`src/design/ptdt_pkg.sv`:
```
package ptdt_pkg;

   localparam int MAX_TASKS_DEF = 16;
   localparam int TICK_MS_DEF   = 10;
   localparam int RESULT_CAP    = 16;
   localparam int QUEUE_DEPTH   = 2;

   typedef enum logic [1:0] {
      OP_ADD      = 2'd0,
      OP_DELETE   = 2'd1,
      OP_TICK     = 2'd2,
      OP_DISPATCH = 2'd3
   } opcode_type;

   typedef enum logic [2:0] {
      ST_ADDED   = 3'd0,
      ST_FULL    = 3'd1,
      ST_DELETED = 3'd2,
      ST_BADSLOT = 3'd3,
      ST_FIRED   = 3'd4
   } status_type;

   typedef struct packed {
      logic [1:0]  opcode;
      logic [7:0]  task_tag;
      logic [31:0] delay_ms;
      logic [31:0] period_ms;
      logic [3:0]  task_slot;
   } req_type;

   typedef struct packed {
      logic [2:0] status;
      logic [3:0] slot;
      logic [7:0] fired_tag;
      logic       last;
   } rsp_type;

   // Command as queued for the back end: ms already scaled to ticks.
   typedef struct packed {
      logic [1:0]  opcode;
      logic [7:0]  task_tag;
      logic [31:0] delay_ticks;
      logic [31:0] period_ticks;
      logic [3:0]  task_slot;
   } cmd_type;

   typedef enum logic [2:0] {
      FE_IDLE,
      FE_DIV_DELAY,
      FE_DIV_PERIOD,
      FE_PUSH
   } fe_state_type;

   typedef enum logic [2:0] {
      BE_IDLE,
      BE_EXEC,
      BE_SCAN,
      BE_SHIFT,
      BE_DONE
   } be_state_type;

   typedef struct packed {
      logic queue_empty;
      logic back_idle;
   } stat_type;

endpackage

```
`src/design/ptdt_front.sv`:
```
module ptdt_front #(
   parameter int TICK_MS = ptdt_pkg::TICK_MS_DEF
) (
   input  logic              clock,
   input  logic              reset,
   input  logic              start,
   input  ptdt_pkg::req_type req,
   output logic              busy_front,
   input  logic              q_full,
   output logic              push,
   output ptdt_pkg::cmd_type push_cmd
);
   import ptdt_pkg::*;

   fe_state_type state_ff, state_in;
   req_type      req_ff, req_in;
   logic [31:0]  quot_ff, quot_in;
   logic [31:0]  dq_ff, dq_in;
   logic [65:0]  acc_ff, acc_in;
   logic         half_ff, half_in;
   logic [15:0]  part;
   logic [49:0]  prod;
   logic [65:0]  sum;
   logic [31:0]  quot;

   localparam int          ShiftAmt = 32 + $clog2(TICK_MS);
   localparam logic [65:0] Pow2     = 66'(1) << ShiftAmt;
   localparam logic [33:0] Recip    = 34'((Pow2 + 66'(TICK_MS - 1)) / 66'(TICK_MS));

   // Divide by the tick length as a multiply by its rounded-up reciprocal;
   // take 16 bits of the dividend per cycle, low half first.
   always_comb begin
      unique case (state_ff)
         FE_DIV_DELAY:  part = half_ff ? req_ff.delay_ms[31:16] : req_ff.delay_ms[15:0];
         FE_DIV_PERIOD: part = half_ff ? req_ff.period_ms[31:16] : req_ff.period_ms[15:0];
         default:       part = 16'd0;
      endcase
      prod = 50'(part) * 50'(Recip);
      sum  = half_ff ? acc_ff + {prod, 16'd0} : 66'(prod);
      quot = 32'(sum >> ShiftAmt);
   end

   always_comb begin
      state_in = state_ff;
      unique case (state_ff)
         FE_IDLE:       if (start) state_in = FE_DIV_DELAY;
         FE_DIV_DELAY:  if (half_ff) state_in = FE_DIV_PERIOD;
         FE_DIV_PERIOD: if (half_ff) state_in = FE_PUSH;
         FE_PUSH:       if (!q_full) state_in = FE_IDLE;
         default:       state_in = FE_IDLE;
      endcase
   end

   always_comb begin
      req_in  = req_ff;
      quot_in = quot_ff;
      dq_in   = dq_ff;
      acc_in  = acc_ff;
      half_in = half_ff;
      unique case (state_ff)
         FE_IDLE: begin
            req_in  = req;
            half_in = 1'b0;
         end
         FE_DIV_DELAY, FE_DIV_PERIOD: begin
            acc_in  = sum;
            half_in = !half_ff;
            if (half_ff) begin
               if (state_ff == FE_DIV_DELAY) dq_in = quot;
               else                          quot_in = quot;
            end
         end
         default: ;
      endcase
   end

   always_ff @(posedge clock) begin
      if (reset) state_ff <= FE_IDLE;
      else       state_ff <= state_in;
      req_ff  <= req_in;
      quot_ff <= quot_in;
      dq_ff   <= dq_in;
      acc_ff  <= acc_in;
      half_ff <= half_in;
   end

   always_comb begin
      busy_front            = (state_ff != FE_IDLE);
      push                  = (state_ff == FE_PUSH) && !q_full;
      push_cmd.opcode       = req_ff.opcode;
      push_cmd.task_tag     = req_ff.task_tag;
      push_cmd.delay_ticks  = dq_ff;
      push_cmd.period_ticks = quot_ff;
      push_cmd.task_slot    = req_ff.task_slot;
   end

endmodule

```
`src/design/ptdt_queue.sv`:
```
module ptdt_queue (
   input  logic              clock,
   input  logic              reset,
   input  logic              push,
   input  ptdt_pkg::cmd_type push_cmd,
   input  logic              pop,
   output ptdt_pkg::cmd_type pop_cmd,
   output logic              full,
   output logic              empty
);
   import ptdt_pkg::*;

   cmd_type    mem_ff [QUEUE_DEPTH];
   logic       wp_ff, wp_in, rp_ff, rp_in;
   logic [1:0] cnt_ff, cnt_in;

   always_comb begin
      wp_in  = wp_ff ^ push;
      rp_in  = rp_ff ^ pop;
      cnt_in = cnt_ff + {1'b0, push} - {1'b0, pop};
      full   = (cnt_ff == 2'(QUEUE_DEPTH));
      empty  = (cnt_ff == 2'd0);
      pop_cmd = mem_ff[rp_ff];
   end

   always_ff @(posedge clock) begin
      if (reset) begin
         wp_ff  <= 1'b0;
         rp_ff  <= 1'b0;
         cnt_ff <= 2'd0;
      end else begin
         wp_ff  <= wp_in;
         rp_ff  <= rp_in;
         cnt_ff <= cnt_in;
      end
      if (push) mem_ff[wp_ff] <= push_cmd;
   end

endmodule

```
`src/design/ptdt_back.sv`:
```
module ptdt_back #(
   parameter int MAX_TASKS = ptdt_pkg::MAX_TASKS_DEF,
   localparam int IW = (MAX_TASKS > 1) ? $clog2(MAX_TASKS) : 1,
   localparam int CW = $clog2(MAX_TASKS + 1)
) (
   input  logic              clock,
   input  logic              reset,
   input  logic              q_empty,
   input  ptdt_pkg::cmd_type cmd,
   output logic              pop,
   output logic              idle,
   output logic              rsp_valid,
   output ptdt_pkg::rsp_type rsp
);
   import ptdt_pkg::*;

   be_state_type state_ff, state_in;
   cmd_type      cmd_ff, cmd_in;
   logic [31:0]  tick_ff, tick_in;
   logic [CW-1:0] count_ff, count_in;
   logic [CW-1:0] idx_ff, idx_in;      // scan position
   logic [CW-1:0] sh_ff, sh_in;        // shift position
   logic [4:0]   nres_ff, nres_in;
   logic         fromscan_ff, fromscan_in;
   logic         pend_ff, pend_in;     // a fired result waits for last flag
   rsp_type      pres_ff, pres_in;
   logic         ov_ff, ov_in;
   rsp_type      ores_ff, ores_in;

   logic [31:0]  due_mem   [MAX_TASKS];
   logic [31:0]  per_mem   [MAX_TASKS];
   logic [7:0]   tag_mem   [MAX_TASKS];

   logic [IW-1:0] ri, si, si1, wi;
   logic [31:0]   cur_due, cur_per, diff;
   logic [7:0]    cur_tag;
   logic          wr_en;
   logic [31:0]   wr_due, wr_per;
   logic [7:0]    wr_tag;
   logic          scan_more, due_now;

   always_comb begin
      ri  = idx_ff[IW-1:0];
      si  = sh_ff[IW-1:0];
      si1 = IW'(sh_ff + CW'(1));
      cur_due = due_mem[ri];
      cur_per = per_mem[ri];
      cur_tag = tag_mem[ri];
      diff    = tick_ff - cur_due;
      due_now = !diff[31];
      scan_more = (idx_ff < count_ff) && (nres_ff < 5'(RESULT_CAP));
   end

   always_comb begin
      state_in = state_ff;
      unique case (state_ff)
         BE_IDLE: if (!q_empty) state_in = BE_EXEC;
         BE_EXEC: begin
            unique case (opcode_type'(cmd_ff.opcode))
               OP_DELETE:   state_in = ({1'b0, cmd_ff.task_slot} < 5'(count_ff)
                                        || CW > 5) &&
                                       (CW'(cmd_ff.task_slot) < count_ff)
                                       ? BE_SHIFT : BE_IDLE;
               OP_DISPATCH: state_in = BE_SCAN;
               default:     state_in = BE_IDLE;
            endcase
         end
         BE_SCAN: begin
            if (!scan_more) state_in = BE_DONE;
            else if (due_now && cur_per == 32'd0) state_in = BE_SHIFT;
         end
         BE_SHIFT: if (sh_ff + CW'(1) >= count_ff)
                      state_in = fromscan_ff ? BE_SCAN : BE_IDLE;
         BE_DONE:  state_in = BE_IDLE;
         default:  state_in = BE_IDLE;
      endcase
   end

   always_comb begin
      cmd_in = cmd_ff; tick_in = tick_ff; count_in = count_ff;
      idx_in = idx_ff; sh_in = sh_ff; nres_in = nres_ff;
      fromscan_in = fromscan_ff; pend_in = pend_ff; pres_in = pres_ff;
      ov_in = 1'b0; ores_in = ores_ff;
      pop = 1'b0;
      wr_en = 1'b0; wi = ri; wr_due = cur_due; wr_per = cur_per; wr_tag = cur_tag;
      unique case (state_ff)
         BE_IDLE: if (!q_empty) begin
            pop = 1'b1; cmd_in = cmd;
         end
         BE_EXEC: begin
            idx_in = '0; nres_in = 5'd0; pend_in = 1'b0;
            unique case (opcode_type'(cmd_ff.opcode))
               OP_ADD: begin
                  ov_in = 1'b1;
                  ores_in.last = 1'b1; ores_in.fired_tag = 8'd0;
                  if (count_ff >= CW'(MAX_TASKS)) begin
                     ores_in.status = ST_FULL; ores_in.slot = 4'd0;
                  end else begin
                     ores_in.status = ST_ADDED; ores_in.slot = 4'(count_ff);
                     wr_en = 1'b1; wi = count_ff[IW-1:0];
                     wr_due = tick_ff + cmd_ff.delay_ticks;
                     wr_per = cmd_ff.period_ticks; wr_tag = cmd_ff.task_tag;
                     count_in = count_ff + CW'(1);
                  end
               end
               OP_DELETE: begin
                  ov_in = 1'b1;
                  ores_in.last = 1'b1; ores_in.fired_tag = 8'd0;
                  ores_in.slot = cmd_ff.task_slot;
                  if (CW'(cmd_ff.task_slot) < count_ff && {1'b0, cmd_ff.task_slot} <
                      5'(count_ff) || (CW > 5 && CW'(cmd_ff.task_slot) < count_ff)) begin
                     ores_in.status = ST_DELETED;
                     sh_in = CW'(cmd_ff.task_slot); fromscan_in = 1'b0;
                  end else ores_in.status = ST_BADSLOT;
               end
               OP_TICK: tick_in = tick_ff + 32'd1;
               default: ;
            endcase
         end
         BE_SCAN: if (scan_more && due_now) begin
            if (pend_ff) begin ov_in = 1'b1; ores_in = pres_ff; end
            pend_in = 1'b1;
            pres_in.status = ST_FIRED; pres_in.slot = 4'(idx_ff);
            pres_in.fired_tag = cur_tag; pres_in.last = 1'b0;
            nres_in = nres_ff + 5'd1;
            if (cur_per != 32'd0) begin
               wr_en = 1'b1; wr_due = cur_due + cur_per;
               idx_in = idx_ff + CW'(1);
            end else begin
               sh_in = idx_ff; fromscan_in = 1'b1;
            end
         end else if (scan_more) idx_in = idx_ff + CW'(1);
         BE_SHIFT: begin
            if (sh_ff + CW'(1) < count_ff) begin
               wr_en = 1'b1; wi = si;
               wr_due = due_mem[si1]; wr_per = per_mem[si1]; wr_tag = tag_mem[si1];
               sh_in = sh_ff + CW'(1);
            end else count_in = count_ff - CW'(1);
         end
         BE_DONE: if (pend_ff) begin
            ov_in = 1'b1; ores_in = pres_ff; ores_in.last = 1'b1; pend_in = 1'b0;
         end
         default: ;
      endcase
   end

   always_ff @(posedge clock) begin
      if (reset) begin
         state_ff <= BE_IDLE; tick_ff <= 32'd0; count_ff <= '0;
         ov_ff <= 1'b0; pend_ff <= 1'b0;
      end else begin
         state_ff <= state_in; tick_ff <= tick_in; count_ff <= count_in;
         ov_ff <= ov_in; pend_ff <= pend_in;
      end
      cmd_ff <= cmd_in; idx_ff <= idx_in; sh_ff <= sh_in; nres_ff <= nres_in;
      fromscan_ff <= fromscan_in; pres_ff <= pres_in; ores_ff <= ores_in;
      if (wr_en) begin
         due_mem[wi] <= wr_due; per_mem[wi] <= wr_per; tag_mem[wi] <= wr_tag;
      end
   end

   always_comb begin
      idle      = (state_ff == BE_IDLE) && !ov_ff;
      rsp_valid = ov_ff;
      rsp       = ores_ff;
   end

endmodule

```
`src/design/periodic_task_dispatch_table_core.sv`:
```
// Periodic task dispatch table.
// Request channel: drive req with start high; the beat is taken on a clock
// edge where busy is low. Opcodes: add, delete, tick, dispatch.
// Response channel: each result beat shows on rsp for one cycle with
// rsp_valid high; the receiver cannot stall, so results never wait.
// Add and delete give one beat with last set; tick gives none; dispatch
// gives one beat per due task (at most 16), the final one with last set.
// The front end scales delay and period from ms to ticks by a reciprocal
// multiply, 16 bits per cycle, then pushes into a two-entry queue; the back
// end pops and executes. An add or delete beat is registered in the back
// end's exec state, and busy stays high while it shows. A delete keeps busy
// high while the table compacts one entry per cycle. Dispatch scans one
// entry per cycle while no compaction is running, each one-shot removal
// compacts the tail the same way, and the last beat is issued from the
// done state once the scan ends.
// busy stays high from acceptance until the whole command has drained, so a
// new request always finds a settled table.
// Reset clears tick counter, task count, state machines, queue pointers and
// response flags; table entries are not cleared as only live ones are read.
module periodic_task_dispatch_table_core #(
   parameter int MAX_TASKS = ptdt_pkg::MAX_TASKS_DEF,
   parameter int TICK_MS   = ptdt_pkg::TICK_MS_DEF
) (
   input  logic              clock,
   input  logic              reset,
   input  logic              start,
   output logic              busy,
   input  ptdt_pkg::req_type req,
   output logic              rsp_valid,
   output ptdt_pkg::rsp_type rsp
);
   import ptdt_pkg::*;

   logic     busy_front, q_full, push, pop;
   cmd_type  push_cmd, pop_cmd;
   stat_type stat;

   ptdt_front #(.TICK_MS(TICK_MS)) u_front (
      .clock, .reset, .start(start && !busy), .req,
      .busy_front, .q_full, .push, .push_cmd
   );

   ptdt_queue u_queue (
      .clock, .reset, .push, .push_cmd, .pop, .pop_cmd,
      .full(q_full), .empty(stat.queue_empty)
   );

   ptdt_back #(.MAX_TASKS(MAX_TASKS)) u_back (
      .clock, .reset, .q_empty(stat.queue_empty), .cmd(pop_cmd), .pop,
      .idle(stat.back_idle), .rsp_valid, .rsp
   );

   // Hold off new requests until everything downstream has drained.
   assign busy = busy_front || !stat.queue_empty || !stat.back_idle;

`ifndef SYNTHESIS
   a_no_push_full: assert property (@(posedge clock) disable iff (reset)
      !(push && q_full)) else $error("push into full queue");
   a_accept_idle: assert property (@(posedge clock) disable iff (reset)
      (start && !busy) |=> busy) else $error("busy not raised after accept");
   a_rsp_status: assert property (@(posedge clock) disable iff (reset)
      rsp_valid |-> (rsp.status <= ST_FIRED)) else $error("bad status");
`endif

endmodule
```
`config.mk`:
```
export PLATFORM = sky130hd
export DESIGN_NAME = periodic_task_dispatch_table_core
export DESIGN_NICKNAME = d
export VERILOG_FILES = /design/src/design/ptdt_pkg.sv /design/src/design/ptdt_front.sv /design/src/design/ptdt_queue.sv /design/src/design/ptdt_back.sv /design/src/design/periodic_task_dispatch_table_core.sv
export SDC_FILE = /design/constraint.sdc
export NUM_CORES = 2
export LEC_CHECK = 0
export ABC_CLOCK_PERIOD_IN_PS = 12500
export BUFFER_PORTS_ARGS = -buffer_cell sky130_fd_sc_hd__buf_2
export CORE_AREA = 2 2 584 586
export DETAILED_ROUTE_END_ITERATION = 7
export DIE_AREA = 0 0 586 588
export GPL_TIMING_DRIVEN = 1
export MAX_ROUTING_LAYER = met4
export SLEW_MARGIN = 20
export SYNTH_ARGS = -nofsm -noshare
export SYNTH_HDL_FRONTEND = slang
export SYNTH_SLANG_ARGS = --single-unit
```
`constraint.sdc`:
```
create_clock -name clock -period 12.5 [get_ports clock]
set_input_delay 1.875 -clock clock [delete_from_list [all_inputs] [get_ports clock]]
set_output_delay 1.875 -clock clock [all_outputs]
set_load 0.05 [all_outputs]
```
# [Yosys cells after proc, flatten, opt, wreduce, memory -nomap -nowiden]
# Memory sizes are Yosys's and may differ from the RTL's. A register that Yosys moved wholly into a read port is not among the register bits.
# Index checks and enable logic that the tools add are counted.
[totals] reg_bits=362 latchBits=0 ram_bits=1300 romBits=0 input_bits=81 output_inout_bits=18 word_cells=219 mem_count=4
[classes] n_addsub=12 multipliers=1 div=0 n_lt_le_gt_ge=6 n_eq_ne=31 shifts=0 mux=85 bitwise=4 reduce_logical=45
[mem_list] memory="u_back.due_mem" depth=16 word_bits=32 read_ports=2 rd_ports_with_merged_regs=1 wr=1 line="ptdt_back.sv:30" source="logic [31:0] due_mem [MAX_TASKS];"
[mem_list] memory="u_back.per_mem" depth=16 word_bits=32 read_ports=2 rd_ports_with_merged_regs=1 wr=1 line="ptdt_back.sv:31" source="logic [31:0] per_mem [MAX_TASKS];"
[mem_list] memory="u_queue.mem_ff" depth=2 word_bits=74 read_ports=1 rd_ports_with_merged_regs=1 wr=1 line="ptdt_queue.sv:13" source="cmd_type mem_ff [QUEUE_DEPTH];"
[mem_list] memory="u_back.tag_mem" depth=16 word_bits=8 read_ports=2 rd_ports_with_merged_regs=1 wr=1 line="ptdt_back.sv:32" source="logic [7:0] tag_mem [MAX_TASKS];"
[ops] op="2-to-1 mux 32 bit" n=8
[ops] op="one-hot mux 32 bit (3 select lines)" n=1
[ops] op="2-to-1 mux 16 bit" n=5
[ops] op="adder 66 x 65 -> 66 bit" n=1
[ops] op="2-to-1 mux 66 bit" n=1
[ops] op="2-to-1 mux 5 bit" n=13
[ops] op="adder 32 bit" n=2
[ops] op="one-hot mux 16 bit (2 select lines)" n=2
[ops] op="one-hot mux 32 bit (2 select lines)" n=1
[ops] op="multiplier 16 x 32 -> 48 bit (second input constant)" n=1
[ops] op="one-hot mux 16 bit (3 select lines)" n=1
[ops] op="adder 32 x 1 -> 32 bit (second input constant)" n=1
[ops] op="zero test 32 bit" n=1
[ops] op="nonzero test 32 bit" n=1
[ops] op="subtractor 32 bit" n=1
[ops] op="one-hot mux 5 bit (2 select lines)" n=3
[ops] op="2-to-1 mux 3 bit" n=8
[ops] op="2-to-1 mux 4 bit" n=6
[ops] op="2-to-1 mux 8 bit" n=3
[ops] op="one-hot mux 3 bit (4 select lines)" n=2
[ops] op="adder 5 x 1 -> 5 bit (second input constant)" n=4
[ops] op="2-to-1 mux 1 bit" n=20
[ops] op="!= test 2 x 1 -> 1 bit (second input constant)" n=10
[ops] op="one-hot mux 8 bit (2 select lines)" n=1
[ops] op="other kinds (38)" n=87

# [Logic depth before layout (Yosys ltp)]
[depth] depth_word=8 mapped_depth=41 mapped_depth_nobuf=40

# [By module]
# A second synthesis with hierarchy kept.
[unflattened] cells_unflattened=5089 area_unflattened_um2=84613.7
[by_module_without_submodules] mod="ptdt_back" instances=1 cells_per_inst=3434 area_per_inst_um2=63502.2 seq_area_each_um2=39177.6
[by_module_without_submodules] mod="ptdt_front" instances=1 cells_per_inst=1391 area_per_inst_um2=15227.1 seq_area_each_um2=5685.5
[by_module_without_submodules] mod="ptdt_queue" instances=1 cells_per_inst=262 area_per_inst_um2=5866.9 seq_area_each_um2=4764.6
[by_module_without_submodules] mod="periodic_task_dispatch_table_core" instances=1 cells_per_inst=2 area_per_inst_um2=17.5 seq_area_each_um2=0.0

# [Least setup slack after synthesis]
# No wires, ideal clock.
[synth_path] path_kind="reg-to-reg" startpoint="register u_front.state_ff[0]" endpoint="register u_front.acc_ff[64], data pin" setup_time_ps=172 arrival_time_ps=9706 required_ps=12328 path_slack_ps=2622 path_stages_with_launch=37 n_path_buf=2 period_less_slack_ps=9878 cell_sequence="dfxtp_1 inv_1 ha_1 clkbuf_1 nor2b_1 ha_1 ha_1 fa_1 inv_1 fa_1 inv_1 fa_1 inv_1 fa_1 inv_1 ha_1 or4_1 o22a_1 a21o_1 a31o_2 a31o_2 a21o_1 a21oi_1 xnor2_1 ha_1 clkbuf_1 a21oi_1 o21bai_1 a21oi_1 nor2_1 nor4_1 o21ai_0 a211oi_1 o31a_1 o21ai_1 a221oi_1 mux2i_1"
[synth_via] elab_chain_len=5 elab_cells_between_ends=6 classes_between="add/sub: 1; mul: 1; eq/ne: 2; mux: 2"
[synth_lines] item="start, declared" line="ptdt_front.sv:15" source="fe_state_type state_ff, state_in;"
[synth_lines] item="start signal, assigned" line="ptdt_front.sv:79" source="else state_ff <= state_in;"
[synth_lines] item="equality test 3 x 2 -> 1 bit / equality test 3 x 1 -> 1 bit (equally long branches)" line="ptdt_front.sv:33" source="unique case (state_ff)"
[synth_lines] item="one-hot mux 16 bit (2 select lines) (*)" line="ptdt_front.sv:33"
[synth_lines] item="multiplier 16 x 32 -> 48 bit (*)" line="ptdt_front.sv:38" source="prod = 50'(part) * 50'(Recip);"
[synth_lines] item="adder 66 x 65 -> 66 bit (*)" line="ptdt_front.sv:39" source="sum = half_ff ? acc_ff + {prod, 16'd0} : 66'(prod);"
[synth_lines] item="2-to-1 mux 66 bit (*)" line="ptdt_front.sv:39"
[synth_lines] item="net u_front.sum[64]" line="ptdt_front.sv:23" source="logic [65:0] sum;"
[synth_lines] item="end signal, assigned" line="ptdt_front.sv:83" source="acc_ff <= acc_in;"
[synth_lines] item="end, declared" line="ptdt_front.sv:19" source="logic [65:0] acc_ff, acc_in;"
# Mark *: on every way through the listed nets, which the timed path passes. The rest lies on a longest branch.
# A chain may end at the register's enable or synchronous reset.

# [Worst setup path in the final report]
[layout_path] startpoint="register u_front.half_ff" endpoint="register u_front.quot_ff[28], data pin"
[layout_via] elab_chain_len=5 elab_cells_between_ends=6 classes_between="add/sub: 1; mul: 1; mux: 4"
[layout_lines] item="start, declared" line="ptdt_front.sv:20" source="logic half_ff, half_in;"
[layout_lines] item="start signal, assigned" line="ptdt_front.sv:84" source="half_ff <= half_in;"
[layout_lines] item="2-to-1 mux 16 bit, on equally long branches" line="ptdt_front.sv:35, ptdt_front.sv:34"
[layout_lines] item="one-hot mux 16 bit (2 select lines)" line="ptdt_front.sv:33"
[layout_lines] item="multiplier 16 x 32 -> 48 bit" line="ptdt_front.sv:38"
[layout_lines] item="adder 66 x 65 -> 66 bit" line="ptdt_front.sv:39"
[layout_lines] item="2-to-1 mux 66 bit (*)" line="ptdt_front.sv:39"
[layout_lines] item="net u_front.sum[64]" line="ptdt_front.sv:23"
[layout_lines] item="end signal, assigned" line="ptdt_front.sv:81" source="quot_ff <= quot_in;"
[layout_lines] item="end, declared" line="ptdt_front.sv:17" source="logic [31:0] quot_ff, quot_in;"
# Marks and branches as above.

==> flow_metrics.py <==
metrics = {
    "global_route": {
        "antenna_found_initial": 6,
        "grt_max_degree": 101,
        "gr-usage-met3": 0.0239,
        "grt_usage": 0.145,
        "busiest_layer": "met2",
        "met2_usage": 0.227,
        "grt_overflow": 0,
        "met1_usage": 0.197,
        "grt_pass1_wl_mm": 362,
        "grt_pass1_vias": 52000,
    },
    "critical_path": {
        "crit_top_cell": "inv_1",
        "timing.reg2reg.setup_slack_ns": 2.10,
        "crit_buf_inv": 9,
        "cp_slowest_cell": "edfxtp_1",
        "criticalPathCategory": "reg -> reg",
        "required_ns": 13.10,
        "timing.critical_path.arrival_ns": 11.00,
        "critPathTopFamily": "adder cells",
        "r2r_cells": 39,
        "critPathMaxStageDelay_ns": 1.03,
        "r2r_start": "u_front.half_ff",
        "critPathMaxFanout": 27,
        "startpoint_type": "register",
        "worstSetupPathDepth": 39,
        "r2r-end": "u_front.quot_ff[28]",
        "cp-end-kind": "register",
    },
    "placement": {
        "dpl.hpwl_mm": 155,
        "portBuffers": 98,
        "post_dp_cell_area_sq_um": 90600,
        "gp_congestion": 0.904,
    },
    "floorplanning": {
        "rows": 214,
        "die_h_um": 588,
        "die_x_um": 586,
        "core-area_sq_um": 338000,
        "num_io_pins": 99,
        "die-area_sq_um": 345000,
        "start_util": 0.249,
    },
    "power_and_ir_drop": {
        "max-vdd-ir-drop_mv": 0.328,
        "p_per_area_nw_per_um2": 299,
        "leakage_nw": 32.9,
    },
    "clock_network": {
        "cts-buffers-inserted": 173,
        "clk_path_buf_depth": 3,
        "htree_levels": 4,
        "cts-root-buf": "clkbuf_16",
        "cts_tree": "done",
        "cts_hold_buf": 0,
        "clock-sinks": 1658,
        "path_clk_slew_ns": 0.06,
        "cts_setup_buffers": 0,
        "cts_resized": 0,
        "clock_latency_ns": 0.82,
    },
    "logic_synthesis": {
        "syn_area_per_cell_sq_um": 16.0,
        "yosys_warnings": 0,
        "async_flop_share": 0,
        "synth_edf_count": 1606,
        "synthesis.area_sq_um": 84300,
        "syn_nets": 5750,
        "synth_top_cell_area_share": 0.572,
        "ys_types": 86,
        "synthTopCellsByArea": "edfxtp_1, mux4_2, ha_1",
        "synth_ff_type": "edfxtp_1",
        "yosysTopAreaCell": "edfxtp_1",
        "ys_seq_area_frac": 0.584,
        "ys_ff_latch": 1658,
        "netlist_instances": 5282,
    },
    "min_path": {
        "holdPathEnd": "u_queue.mem_ff[1][37]",
        "hold_depth": 0,
        "hold_class": "reg -> reg",
        "worstHoldStart": "u_front.dq_ff[3]",
    },
    "routing": {
        "route.detailed.drc": 0,
        "wl_per_cell_um": 24.8,
        "drtIter0Drc": 6186,
        "postRouteAntennaNets": 0,
        "firstDrtPassIters": 5,
        "finalWirelength_mm": 249,
        "vias": 51400,
        "via_per_inst": 5.10,
    },
    "sta": {
        "max_freq_mhz": 96.1,
        "post-route-period-util": 0.832,
        "setup_violations": 0,
        "max-slew-margin-rel": 0.160,
        "rsz0062_at_grt": "false",
        "worstMarginPinSlew_ns": 1.25,
        "setup_tns_ns": 0,
        "whs_ns": 0.430,
        "drv_slew": 0,
        "clock_skew_ns": 0.0401,
        "fin_crit_ns": 10.40,
        "finalHoldViolations": 0,
    },
    "flow_run": {
        "maxCapViolations": 0,
    },
    "final_layout": {
        "layout.nets": 5861,
        "drive_above_1_share": 0.229,
        "final_area_sq_um": 96200,
        "area_growth_pct": 14.1,
    },
    "outcome": {
        "status": "complete, no violations",
    },
}
## cell usage in the layout, fill, tap and decap left out, types with 16 or more instances in the layout
cell type and n:
nor3_1 37, xor2_1 77, mux4_2 616, fa_1 87, nand4_1 22, o211ai_1 16, a211oi_1 74, o22ai_1 16
buf_4 92, clkinv_2 20, mux2_2 131, ha_1 296, buf_2 98, a31oi_1 31, nand3_1 83, edfxtp_1 1606
a22oi_1 50, clkinv_1 42, a221o_1 41, a21oi_1 176, o21a_1 25, nor2b_1 31, o21ai_0 136, nand2_1 357
nor2_1 190, clkbuf_16 179, dfxtp_1 47, o21bai_1 20, nand2b_1 34, buf_12 16, and3_1 79, clkbuf_1 33
nor2_4 17, mux2i_1 79, and2_1 27, xnor2_1 96, inv_1 223, a21o_1 91
## worst max path at each step
stage                   startpoint                  end  slack [ns]
6_report           u_front.half_ff  u_front.quot_ff[28]        2.10
5_1_grt            u_front.half_ff  u_front.quot_ff[28]        1.19
4_1_cts            u_front.half_ff  u_front.quot_ff[28]        2.06
3_5_place_dp       u_front.half_ff   u_front.acc_ff[64]        2.07
3_3_place_gp       u_front.half_ff   u_front.acc_ff[64]        2.34
2_1_floorplan  u_front.state_ff[0]   u_front.acc_ff[64]        2.62
## worst reg2reg max path: cells and delay by family, from the launching register on
family | cells | cell delay, ns
buffers and inverters | 9 | 1.03
DFF | 1 | 1.03
muxes | 2 | 0.54
adders and majority gates | 8 | 3.53
AOI/OAI and AO/OA | 15 | 2.75
xor gates and xnor gates | 1 | 0.18
and+or+nand+nor | 4 | 1.18
## report_power, final
| part | switching [W] | internal (W) | total [W] |
|---|---|---|---|
| Sequential | 0.000418 | 0.00834 | 0.00876 |
| Combinational | 0.00924 | 0.00561 | 0.0149 |
| Clock | 0.00221 | 0.00293 | 0.00514 |
| Total | 0.0119 | 0.0169 | 0.0287 |
## final cells by class
class / instances / area, sq um
Timing Repair Buffer: 208 / 1520
Fill cell: 33700 / 242000
Clock inverter: 99 / 938
Sequential cell: 1658 / 49300
Multi-Input combinational cell: 3126 / 33300
Clock buffer: 217 / 4670
Antenna cell: 8 / 20.0
Inverter: 226 / 857
Tap cell: 4536 / 5680
## registers in the layout, summed over array words and instances, names as in the netlist, 32 cells and up, named ones only
register,flops
u_back.tick_ff,32
u_queue.mem_ff,148
u_back.due_mem,512
u_back.tag_mem,128
u_back.per_mem,512
u_front.req_ff,64
u_front.acc_ff,49
u_back.cmd_ff,74
## routing by layer
metal	vias to the layer above	wire [um]	part of all wire
li1	21400	-	-
met1	27000	106000	0.43
met2	2586	118000	0.47
met4	0	5830	0.023
met3	380	19900	0.080
met5	-	0	0
## cells by family (layout without fill, tap and decap cells)
logic type	count (synthesis)	count (layout)	synth area share
buf+inv	498	750	0.0244
simple gates	945	945	0.0521
xor+xnor	175	175	0.0182
flops	1658	1658	0.584
compound gates	789	789	0.0633
other cells	0	8	0
fa+ha+maj	387	387	0.0652
mux	830	830	0.193
## cell usage after synthesis (75+ instances only)
cell type  number
edfxtp_1     1606
mux4_2        616
nand2_1       358
ha_1          300
inv_1         225
nor2_1        208
a21oi_1       178
clkbuf_1      151
o21ai_0       138
mux2_2        131
xnor2_1        97
a21o_1         91
fa_1           87
nand3_1        83
and3_1         80
mux2i_1        79
xor2_1         78
a211oi_1       75
## through the flow
stage,cells,util,total power [W],worst slack (ns)
after detailed placement,9753,0.268,0.0235,2.07
after floorplan,5282,-,0.0187,2.62
final,10100,0.284,0.0287,2.10
after global routing,10100,0.284,0.0301,1.19
after CTS,10100,0.284,0.0287,2.06
after global placement,9753,0.268,0.0233,2.34
Power figures use the tool's default switching activity.
